**src/rtl/sip_pkg.sv**
```systemverilog
// ----------------------------------------------------------------------------
// sip_pkg
// Types, character codes and helper functions shared by the integer parser.
// ----------------------------------------------------------------------------
package sip_pkg;

   localparam int COUNT_WIDTH  = 16;
   localparam int OFFSET_WIDTH = 16;

   typedef logic [COUNT_WIDTH-1:0]  count_type;
   typedef logic [OFFSET_WIDTH-1:0] offset_type;
   typedef logic [5:0]              base_type;

   localparam logic [7:0] CHAR_NUL   = 8'h00;
   localparam logic [7:0] CHAR_TAB   = 8'h09;
   localparam logic [7:0] CHAR_SPACE = 8'h20;
   localparam logic [7:0] CHAR_PLUS  = 8'h2B;
   localparam logic [7:0] CHAR_MINUS = 8'h2D;
   localparam logic [7:0] CHAR_ZERO  = 8'h30;
   localparam logic [7:0] CHAR_NINE  = 8'h39;
   localparam logic [7:0] CHAR_UP_A  = 8'h41;
   localparam logic [7:0] CHAR_UP_X  = 8'h58;
   localparam logic [7:0] CHAR_UP_Z  = 8'h5A;
   localparam logic [7:0] CHAR_LOW_A = 8'h61;
   localparam logic [7:0] CHAR_LOW_X = 8'h78;
   localparam logic [7:0] CHAR_LOW_Z = 8'h7A;

   localparam base_type BASE_AUTO = 6'd0;
   localparam base_type BASE_OCT  = 6'd8;
   localparam base_type BASE_DEC  = 6'd10;
   localparam base_type BASE_HEX  = 6'd16;

   localparam logic [7:0] LETTER_BIAS = 8'd10;

   typedef enum logic [2:0] {
      PH_IDLE  = 3'd0,
      PH_LEAD  = 3'd1,
      PH_SIGN  = 3'd2,
      PH_ZERO  = 3'd3,
      PH_DIGIT = 3'd4
   } phase_type;

   typedef struct packed {
      logic [7:0] character;
      logic       string_start;
      base_type   radix;
   } req_type;

   typedef struct packed {
      logic signed [63:0] value;
      offset_type         end_offset;
      logic               digits_found;
   } rsp_type;

   typedef struct packed {
      logic     ok;
      base_type val;
   } digit_type;

   function automatic digit_type digit_of(input logic [7:0] c);
      digit_type  d;
      logic [7:0] t;
      d.ok = 1'b1;
      t    = '0;
      if (c >= CHAR_ZERO && c <= CHAR_NINE) begin
         t = c - CHAR_ZERO;
      end else if (c >= CHAR_LOW_A && c <= CHAR_LOW_Z) begin
         t = c - CHAR_LOW_A + LETTER_BIAS;
      end else if (c >= CHAR_UP_A && c <= CHAR_UP_Z) begin
         t = c - CHAR_UP_A + LETTER_BIAS;
      end else begin
         d.ok = 1'b0;
      end
      d.val = t[5:0];
      return d;
   endfunction

   function automatic count_type sat_inc(input count_type c);
      return (c == '1) ? c : c + count_type'(1);
   endfunction

   function automatic offset_type clip_offset(input count_type c);
      if ((c >> OFFSET_WIDTH) != '0) begin
         return '1;
      end
      return OFFSET_WIDTH'(c);
   endfunction

endpackage

```
**src/rtl/sip_in_stage.sv**
```systemverilog
// ----------------------------------------------------------------------------
// sip_in_stage
// Input register: holds one character beat until the parse step takes it.
// ----------------------------------------------------------------------------
module sip_in_stage (
   input  logic            clock,
   input  logic            reset,
   input  logic            req_valid,
   output logic            req_stall,
   input  sip_pkg::req_type req_data,
   input  logic            advance,
   output logic            item_valid,
   output sip_pkg::req_type item
);

   logic            vld_ff;
   logic            vld_in;
   sip_pkg::req_type data_ff;
   logic            load;

   assign req_stall  = vld_ff & ~advance;
   assign load       = req_valid & ~req_stall;
   assign item_valid = vld_ff;
   assign item       = data_ff;

   always_comb begin
      if (load) begin
         vld_in = 1'b1;
      end else if (advance) begin
         vld_in = 1'b0;
      end else begin
         vld_in = vld_ff;
      end
   end

   always_ff @(posedge clock) begin
      if (reset) begin
         vld_ff <= 1'b0;
      end else begin
         vld_ff <= vld_in;
      end
   end

   always_ff @(posedge clock) begin
      if (load) begin
         data_ff <= req_data;
      end
   end

endmodule

```
**src/rtl/sip_core.sv**
```systemverilog
// ----------------------------------------------------------------------------
// sip_core
// Parser state and the per-character step: blanks, sign, prefix, digits.
// ----------------------------------------------------------------------------
module sip_core (
   input  logic             clock,
   input  logic             reset,
   input  logic             item_valid,
   input  sip_pkg::req_type item,
   input  logic             out_free,
   output logic             advance,
   output logic             emit,
   output sip_pkg::rsp_type result
);

   sip_pkg::phase_type phase_ff, phase_in;
   logic [63:0]        acc_ff, acc_in;
   logic               neg_ff, neg_in;
   sip_pkg::base_type  base_ff, base_in;
   logic               any_ff, any_in;
   sip_pkg::count_type cnt_ff, cnt_in;

   // state as seen by this beat, after a string start has been applied
   sip_pkg::phase_type ph;
   logic [63:0]        acc;
   logic               neg;
   sip_pkg::base_type  base;
   logic               any;
   sip_pkg::count_type cnt;

   sip_pkg::digit_type dig;
   logic [7:0]         c;
   logic               body;
   logic               take;
   logic               stop;

   assign c   = item.character;
   assign dig = sip_pkg::digit_of(c);

   always_comb begin
      ph   = phase_ff;
      acc  = acc_ff;
      neg  = neg_ff;
      base = base_ff;
      any  = any_ff;
      cnt  = cnt_ff;
      if (item.string_start) begin
         ph   = sip_pkg::PH_LEAD;
         acc  = '0;
         neg  = 1'b0;
         base = item.radix;
         any  = 1'b0;
         cnt  = '0;
      end

      phase_in = ph;
      acc_in   = acc;
      neg_in   = neg;
      base_in  = base;
      any_in   = any;
      cnt_in   = cnt;
      body     = 1'b0;
      take     = 1'b0;
      stop     = 1'b0;

      unique case (ph)
         sip_pkg::PH_LEAD: begin
            if (c == sip_pkg::CHAR_SPACE || c == sip_pkg::CHAR_TAB) begin
               cnt_in = sip_pkg::sat_inc(cnt);
            end else if (c == sip_pkg::CHAR_PLUS || c == sip_pkg::CHAR_MINUS) begin
               neg_in   = (c == sip_pkg::CHAR_MINUS);
               cnt_in   = sip_pkg::sat_inc(cnt);
               phase_in = sip_pkg::PH_SIGN;
            end else begin
               body = 1'b1;
            end
         end
         sip_pkg::PH_SIGN: begin
            body = 1'b1;
         end
         sip_pkg::PH_ZERO: begin
            if (c == sip_pkg::CHAR_LOW_X || c == sip_pkg::CHAR_UP_X) begin
               base_in  = sip_pkg::BASE_HEX;
               cnt_in   = sip_pkg::sat_inc(cnt);
               phase_in = sip_pkg::PH_DIGIT;
            end else begin
               // the leading zero is itself a digit
               if (base == sip_pkg::BASE_AUTO) begin
                  base_in = sip_pkg::BASE_OCT;
               end
               acc_in   = '0;
               any_in   = 1'b1;
               phase_in = sip_pkg::PH_DIGIT;
               take     = 1'b1;
            end
         end
         sip_pkg::PH_DIGIT: begin
            take = 1'b1;
         end
         sip_pkg::PH_IDLE: begin
            phase_in = sip_pkg::PH_IDLE;
         end
         default: begin
            phase_in = sip_pkg::PH_IDLE;
         end
      endcase

      if (body) begin
         if (c == sip_pkg::CHAR_ZERO &&
             (base == sip_pkg::BASE_AUTO || base == sip_pkg::BASE_HEX)) begin
            phase_in = sip_pkg::PH_ZERO;
            cnt_in   = sip_pkg::sat_inc(cnt);
         end else begin
            if (base == sip_pkg::BASE_AUTO) begin
               base_in = sip_pkg::BASE_DEC;
            end
            phase_in = sip_pkg::PH_DIGIT;
            take     = 1'b1;
         end
      end

      if (take) begin
         if (!dig.ok || dig.val >= base_in) begin
            stop     = 1'b1;
            phase_in = sip_pkg::PH_IDLE;
         end else begin
            acc_in = 64'(acc_in * 64'(base_in)) + 64'(dig.val);
            any_in = 1'b1;
            cnt_in = sip_pkg::sat_inc(cnt);
         end
      end
   end

   assign emit    = item_valid & stop;
   assign advance = item_valid & (~stop | out_free);

   // acc is zero on the zero-prefix path, so no need to take acc_in here
   assign result.value        = neg ? 64'(-acc) : acc;
   assign result.end_offset   = any_in ? sip_pkg::clip_offset(cnt) : '0;
   assign result.digits_found = any_in;

   always_ff @(posedge clock) begin
      if (reset) begin
         phase_ff <= sip_pkg::PH_IDLE;
         acc_ff   <= '0;
         neg_ff   <= 1'b0;
         base_ff  <= '0;
         any_ff   <= 1'b0;
         cnt_ff   <= '0;
      end else if (advance) begin
         phase_ff <= phase_in;
         acc_ff   <= acc_in;
         neg_ff   <= neg_in;
         base_ff  <= base_in;
         any_ff   <= any_in;
         cnt_ff   <= cnt_in;
      end
   end

endmodule

```
**src/rtl/sip_out_stage.sv**
```systemverilog
// ----------------------------------------------------------------------------
// sip_out_stage
// Result register: holds a finished result until the receiver takes the beat.
// ----------------------------------------------------------------------------
module sip_out_stage (
   input  logic             clock,
   input  logic             reset,
   input  logic             load,
   input  sip_pkg::rsp_type result,
   output logic             out_free,
   output logic             rsp_valid,
   input  logic             rsp_stall,
   output sip_pkg::rsp_type rsp_data
);

   logic             vld_ff;
   logic             vld_in;
   sip_pkg::rsp_type data_ff;

   assign out_free  = ~vld_ff | ~rsp_stall;
   assign rsp_valid = vld_ff;
   assign rsp_data  = data_ff;

   always_comb begin
      if (load) begin
         vld_in = 1'b1;
      end else if (~rsp_stall) begin
         vld_in = 1'b0;
      end else begin
         vld_in = vld_ff;
      end
   end

   always_ff @(posedge clock) begin
      if (reset) begin
         vld_ff <= 1'b0;
      end else begin
         vld_ff <= vld_in;
      end
   end

   always_ff @(posedge clock) begin
      if (load) begin
         data_ff <= result;
      end
   end

endmodule

```
**src/rtl/string_to_int64_parser.sv**
```systemverilog
// ----------------------------------------------------------------------------
// string_to_int64_parser
// Streaming string to signed 64-bit integer parser, one character per beat.
// ----------------------------------------------------------------------------
// Usage:
//   req_ carries one character per beat, with string_start set on the first
//   character of a string and radix (0 = auto, 2..36) sampled on that beat.
//   rsp_ carries one result per number: value, end_offset, digits_found.
//   A beat moves when valid is high and stall is low.
// Throughput: one character per cycle while no held result is stalled.
//   The parse step (digit decode, one 64 x 6 multiply and an add) sits
//   between the input and result registers, so a character enters each cycle.
// Result path: a number's terminating character (any character that is not
//   a digit of the base, NUL included) passes the input register, and its
//   result is then loaded into the result register, which drives rsp_.
// Stall: a waiting result stays in the result register; characters that
//   do not end a number keep flowing. A character that ends a number while
//   the held result is still stalled waits in the input register.
// Reset: synchronous, active high; parser goes idle and ignores characters
//   until the next string start. Both registers are emptied.
// ----------------------------------------------------------------------------
module string_to_int64_parser (
   input  logic             clock,
   input  logic             reset,
   input  logic             req_valid,
   output logic             req_stall,
   input  sip_pkg::req_type req_data,
   output logic             rsp_valid,
   input  logic             rsp_stall,
   output sip_pkg::rsp_type rsp_data
);

   logic             advance;
   logic             emit;
   logic             item_valid;
   logic             out_free;
   sip_pkg::req_type item;
   sip_pkg::rsp_type result;

   sip_in_stage u_in (
      .clock      (clock),
      .reset      (reset),
      .req_valid  (req_valid),
      .req_stall  (req_stall),
      .req_data   (req_data),
      .advance    (advance),
      .item_valid (item_valid),
      .item       (item)
   );

   sip_core u_core (
      .clock      (clock),
      .reset      (reset),
      .item_valid (item_valid),
      .item       (item),
      .out_free   (out_free),
      .advance    (advance),
      .emit       (emit),
      .result     (result)
   );

   sip_out_stage u_out (
      .clock     (clock),
      .reset     (reset),
      .load      (emit & advance),
      .result    (result),
      .out_free  (out_free),
      .rsp_valid (rsp_valid),
      .rsp_stall (rsp_stall),
      .rsp_data  (rsp_data)
   );

   // a result with no digits reports zero value and zero offset
   a_nodigit_zero : assert property (@(posedge clock) disable iff (reset)
      rsp_valid && !rsp_data.digits_found |->
         rsp_data.value == '0 && rsp_data.end_offset == '0)
      else $error("no-digit result carries non-zero fields");

   a_digit_offset : assert property (@(posedge clock) disable iff (reset)
      rsp_valid && rsp_data.digits_found |-> rsp_data.end_offset != '0)
      else $error("digit result with zero end offset");

   a_emit_lands : assert property (@(posedge clock) disable iff (reset)
      emit && advance |=> rsp_valid)
      else $error("finished result not loaded into result register");

   a_no_overrun : assert property (@(posedge clock) disable iff (reset)
      emit && rsp_valid && rsp_stall |-> !advance)
      else $error("result overwrote a stalled beat");

endmodule

```
**config.mk**
```make
export PLATFORM = sky130hd
export DESIGN_NAME = string_to_int64_parser
export DESIGN_NICKNAME = d
export VERILOG_FILES = /design/src/rtl/sip_pkg.sv /design/src/rtl/sip_in_stage.sv /design/src/rtl/sip_core.sv /design/src/rtl/sip_out_stage.sv /design/src/rtl/string_to_int64_parser.sv
export SDC_FILE = /design/constraint.sdc
export NUM_CORES = 1
export LEC_CHECK = 0
export ABC_AREA = 0
export BUFFER_PORTS_ARGS = -buffer_cell sky130_fd_sc_hd__buf_4
export CAP_MARGIN = 20
export CORE_MARGIN = 2
export CORE_UTILIZATION = 30
export CTS_CLUSTER_SIZE = 16
export DETAILED_ROUTE_END_ITERATION = 10
export GPL_ROUTABILITY_DRIVEN = 0
export PLACE_DENSITY_LB_ADDON = 0.3
export SLEW_MARGIN = 20
export SYNTH_ARGS = -nofsm -noshare
export SYNTH_HDL_FRONTEND = slang
export SYNTH_HIERARCHICAL = 1
export SYNTH_SLANG_ARGS = --single-unit
```
**constraint.sdc**
```tcl
create_clock -name clock -period 9 [get_ports clock]
set_input_delay 0.45 -clock clock [delete_from_list [all_inputs] [get_ports clock]]
set_output_delay 0.45 -clock clock [all_outputs]
set_load 0.02 [all_outputs]
```
Word level (Yosys, flattened, before mapping)
Index checks and enable logic that the tools add are counted.

storage, ports and cells
  bits of input ports = 19
  register bits = 189

operators by class
  add/sub/neg operators = 8
  magnitude comparators = 7
  reduce and logical (&&, ||, !) cells = 13
  eq/ne operators = 14
  multipliers = 1
  mux-type cells = 59
  bitwise gates (word level) = 12

operators with widths
  kind                   number
  $mux 64                6
  $mux 16                9
  $add 64x6->64          1
  $mul 64x6->64          1
  $neg 64->64            1
  $mux 6                 10
  $eq 8x6->1 const B     4
  $pmux 16 s2            1
  $mux 1                 23
  $mux 3                 7
  $add 16x1->16 const B  1
  $eq 16x16->1 const B   1
  $eq 8x7->1 const B     2
  $ge 8x7->1 const B     2
  $le 8x7->1 const B     2
  $add 6x4->6 const B    2
  $sub 6x6->6 const B    2
  $pmux 3 s3             1
  $eq 8x4->1 const B     1
  $ge 8x6->1 const B     1
  $le 8x6->1 const B     1
  $eq 3x2->1 const B     2
  $eq 6x5->1 const B     1
  $ge 6x6->1             1
  other kinds (14)       31

Logic depth before layout (Yosys ltp)
  depth in word-level cells = 20
  gate-level depth with buffers = 30
  depth with buffers taken out = 27

Cells and area by module
The synthesis kept the hierarchy.

by module, submodules not included
  module                  cells each  instances  seq. area each (um2)  area each (um2)
  sip_core                2258        1          1821.7                17941.0
  sip_out_stage           85          1          2452.4                2464.9
  sip_in_stage            19          1          470.5                 500.5
  string_to_int64_parser  1           1          0.0                   6.3

Worst setup path after synthesis
No wires, ideal clock.

  kind = flip-flop to flip-flop
  start = register u_in.data_ff, in the netlist u_in/item[6]
  end = register u_core.acc_ff[62]
  stages on the path, launching flop included = 30
  arrival time = 7446 ps
  clock period less this slack = 7571 ps
  path slack = 1429 ps
  data required time = 8875 ps
  buffers on the path = 6
  path through = edfxtp_1 clkbuf_1 clkbuf_1 buf_1 clkbuf_1 buf_1 mux2i_1 nor2_1 nor2_1 clkbuf_1 nor2_1 fa_1 inv_1 fa_1 inv_1 fa_1 inv_1 fa_1 inv_1 ha_1 o211ai_1 o211ai_1 nand2_1 o21ai_0 a31oi_1 o21ai_0 o211ai_1 o21ai_0 mux2i_1 o21ai_0

on the way
  word-level cells in the longest chain between the ends = 15
  elaborated cells on any way between the ends = 34
  those cells by class = add/sub (1); mul (1); order compare (1); eq/ne (5); mux (19); bitwise (3); reduce/logical (4)

RTL lines
  element                                                 RTL line            source
  start, declared                                         sip_in_stage.sv:18  sip_pkg::req_type data_ff;
  start signal, assigned                                  sip_in_stage.sv:46  data_ff <= req_data;
  branches (longest 15 deep; another with $mul 64x6->64)  n/a
  end signal, assigned                                    sip_core.sv:152     acc_ff <= acc_in;
  end, declared                                           sip_core.sv:17      logic [63:0] acc_ff, acc_in;

Parallel ways; which one is timed is not known.
A chain may end at the register's enable or synchronous reset.

Worst setup path in the final report
  start = register u_in.data_ff, in the netlist u_in/item[11]
  end = register u_core.acc_ff[59]

on the way
  word-level cells in the longest chain between the ends = 14
  elaborated cells on any way between the ends = 57
  those cells by class = add/sub (6); mul (1); order compare (7); eq/ne (7); mux (24); bitwise (3); reduce/logical (9)

RTL lines
  element
  branches (longest 14 deep; another with $mul 64x6->64)

Parallel ways; which one is timed is not known.

==> flow_metrics.py <==
metrics = {
    "run_status": {
        "status": "finished, final reports clean",
    },
    "critical_path": {
        "max_stage_delay_ns": 0.77,
        "crit_arrival_ns": 8.61,
        "critPathMaxFanout": 28,
        "r2r-end": "u_core/acc_ff[59]",
        "critPathRequiredTime_ns": 9.33,
        "worstRegToRegCells": 25,
        "cp-startpoint": "u_in/item[11]",
        "reg2reg_from": "u_in/item[11]",
        "start_kind": "register",
        "worst_path_max_delay_cell": "or3_2",
        "critPathKind": "register to register",
        "reg2reg_setup_slack_ns": 0.72,
        "cp-end-kind": "register",
    },
    "synth": {
        "synth_cells": 2363,
        "yosys_warnings": 6,
        "synth_seq_area_share_pct": 22.7,
        "synth_nets": 2765,
        "syn_avg_cell_area_um2": 8.85,
        "syn_area_mm2": 0.0209,
        "ys_ff_latch": 189,
        "synth-edff-count": 96,
        "async_flop_share_pct": 0,
        "ys.flop_type": "edfxtp_1",
        "ys_types": 79,
    },
    "hold_path": {
        "min_to": "u_in/item[13]",
        "holdPathStages": 1,
        "min-delay-start": "req_data[13]",
        "hold_path.class": "input pin to register",
    },
    "floorplanning": {
        "dieArea_mm2": 0.0718,
        "die_x_um": 268,
        "core_mm2": 0.0688,
        "start_util_pct": 30.4,
        "num_rows": 96,
        "die_height_um": 268,
        "design.portCount": 102,
    },
    "pwr": {
        "p_leak_nw": 10.3,
        "peakVddDrop_v": 0.000126,
        "p_total_w": 0.00197,
        "powerDensity_mw_per_mm2": 85.3,
    },
    "finish": {
        "synthToLayoutAreaGrowth_pct": 10.4,
        "n_fill_cell": 7060,
        "final_net_count": 2757,
        "layout_commonest_cell": "nor2_1",
        "layout_common_cells": "429 x nor2_1, 240 x fa_1, 185 x nand2_1",
        "fin_cells": 3299,
        "drive_gt1_share_pct": 8.78,
        "n_antenna_cell": 0,
    },
    "sta": {
        "fin_crit_ns": 8.28,
        "slew_headroom_pct": 33.2,
        "tightestPinTransition_ns": 1.00,
        "finalSetupViolCount": 0,
        "clock-skew-final_ns": 0.0236,
        "maxSlewViolCount": 0,
        "hold_violations": 0,
        "fmax_mhz": 121,
        "post-route-period-util_pct": 92.0,
        "setup_ws_ns": 0.718,
        "fin_setup_tns_ns": 0,
        "hold_slack_ns": 0.165,
        "rsz0062_at_grt": "false",
    },
    "cts": {
        "tritoncts": "done",
        "clk_pin_slew_worst_paths_ns": 0.09,
        "clkLatencyLatePin_ns": 0.47,
        "cts_buffers": 17,
        "clock_sinks": 189,
        "htree_levels": 4,
        "clock_path_buffers": 2,
        "cts_root_buf": "clkbuf_16",
        "postCtsHoldBufs": 0,
    },
    "placement": {
        "dp_slack_ns": 0.653,
        "place_hpwl_um": 46900,
        "port_buffers": 101,
        "placed_cells": 3267,
    },
    "route": {
        "via_count": 17300,
        "drt_pass1_iterations": 5,
        "ant_nets": 0,
        "viasPerCell": 5.25,
        "remaining_drc_errors": 0,
        "drtIter0Drc": 1305,
        "wl_um": 60900,
        "wire_per_inst_um": 18.5,
    },
    "global_route": {
        "grt_pass1_vias": 17800,
        "grt_pass1_wl_um": 99000,
        "grt_max_degree": 73,
        "grt_overflow": 0,
        "antenna_found_initial": 1,
        "grt_use_total_pct": 17.3,
    },
    "run": {
        "drv_cap": 0,
    },
}
==> state kept, by name (all words and copies together), names as in the netlist <==
register	flops
u_core/base_ff	6
u_out/rsp_valid	1
u_core/cnt_ff	16
u_out/rsp_data	81
u_core/neg_ff	1
u_in/item_valid	1
u_core/acc_ff	64
u_core/any_ff	1
u_in/item	15
u_core/phase_ff	3
==> through the flow <==
stage                     instance area, um2  util, %
final                                  23100     33.5
after global routing                   23100     33.5
after CTS                              23100     33.5
after detailed placement               22500     32.7
after global placement                 22500     32.7
after floorplan                        20900        -
==> cell usage after synthesis (36+ instances only) <==
cell type	instances	area [um2]
dfxtp_1	93	1860
and2_1	134	838
xor2_1	81	709
edfxtp_1	96	2880
fa_1	240	4800
nor2_1	432	1620
o21ai_0	135	676
ha_1	143	1790
a21oi_1	115	576
nand3_1	40	200
inv_1	66	248
nand2_1	185	694
a21o_1	36	270
clkbuf_1	137	514
a22oi_1	46	345
xnor2_1	37	324
==> per-layer routing <==
| layer | track usage [%] | wire (um) | vias up |
|---|---|---|---|
| met5 | 0 | 0 | - |
| met4 | 5.44 | 1530 | 0 |
| met3 | 2.09 | 3050 | 85 |
| met2 | 28.4 | 28400 | 533 |
| met1 | 23.7 | 27900 | 8639 |
| li1 | - | - | 8063 |
==> cell families (layout without fill, tap and decap cells) <==
family                     count (synthesis)  count (layout)  share of synthesized area (%)
muxes                                      9               9                          0.443
xor gates and xnor gates                 118             118                           4.94
adders and majority gates                383             383                           31.5
AOI/OAI and AO/OA                        477             477                           14.5
buffers and inverters                    223             228                           4.14
and+or+nand+nor                          964             964                           21.8
DFF                                      189             189                           22.7
==> cell type report <==
class | count | area (um2) | share of cell area (%)
flip-flops and latches | 189 | 4750 | 20.6
multi-input cells | 1951 | 15400 | 66.6
clock inverters | 13 | 141 | 0.612
clock buffers | 19 | 443 | 1.92
inverters | 67 | 251 | 1.09
well taps | 931 | 1160 | 5.05
repair buffers | 129 | 968 | 4.19
==> critical path: cells and delay by family, from the launching register on <==
kind / cells / cell delay, ns
XOR/XNOR: 1 / 0.16
buffers and inverters: 3 / 0.74
adder cells (fa/ha/maj): 6 / 2.32
AO/OA/AOI/OAI: 11 / 3.01
AND/OR/NAND/NOR: 4 / 1.36
flip-flops: 1 / 0.51
==> report_power, final <==
group | switching (W) | internal, W | total, W
clock | 0.000396 | 0.000379 | 0.000775
combinational | 0.000192 | 0.0000692 | 0.000261
sequential | 0.0000151 | 0.000919 | 0.000934
==> worst max path at each step <==
| stage | end | slack [ns] |
|---|---|---|
| after detailed placement | u_core/acc_ff[59] | 0.65 |
| after floorplan | u_core/acc_ff[62] | 1.43 |
| after CTS | u_core/acc_ff[59] | 0.57 |
| after global placement | u_core/acc_ff[59] | 0.87 |
| final | u_core/acc_ff[59] | 0.72 |
| after global routing | u_core/acc_ff[59] | 0.11 |
==> repair_timing <==
item | CTS | global route
setup endpoints to repair | 0 | 2
resized for setup | 0 | 1
endpoints found under the hold margin | 0 | 0
setup buffers | 0 | 0
Note: power is estimated with default switching activity, not from simulation.
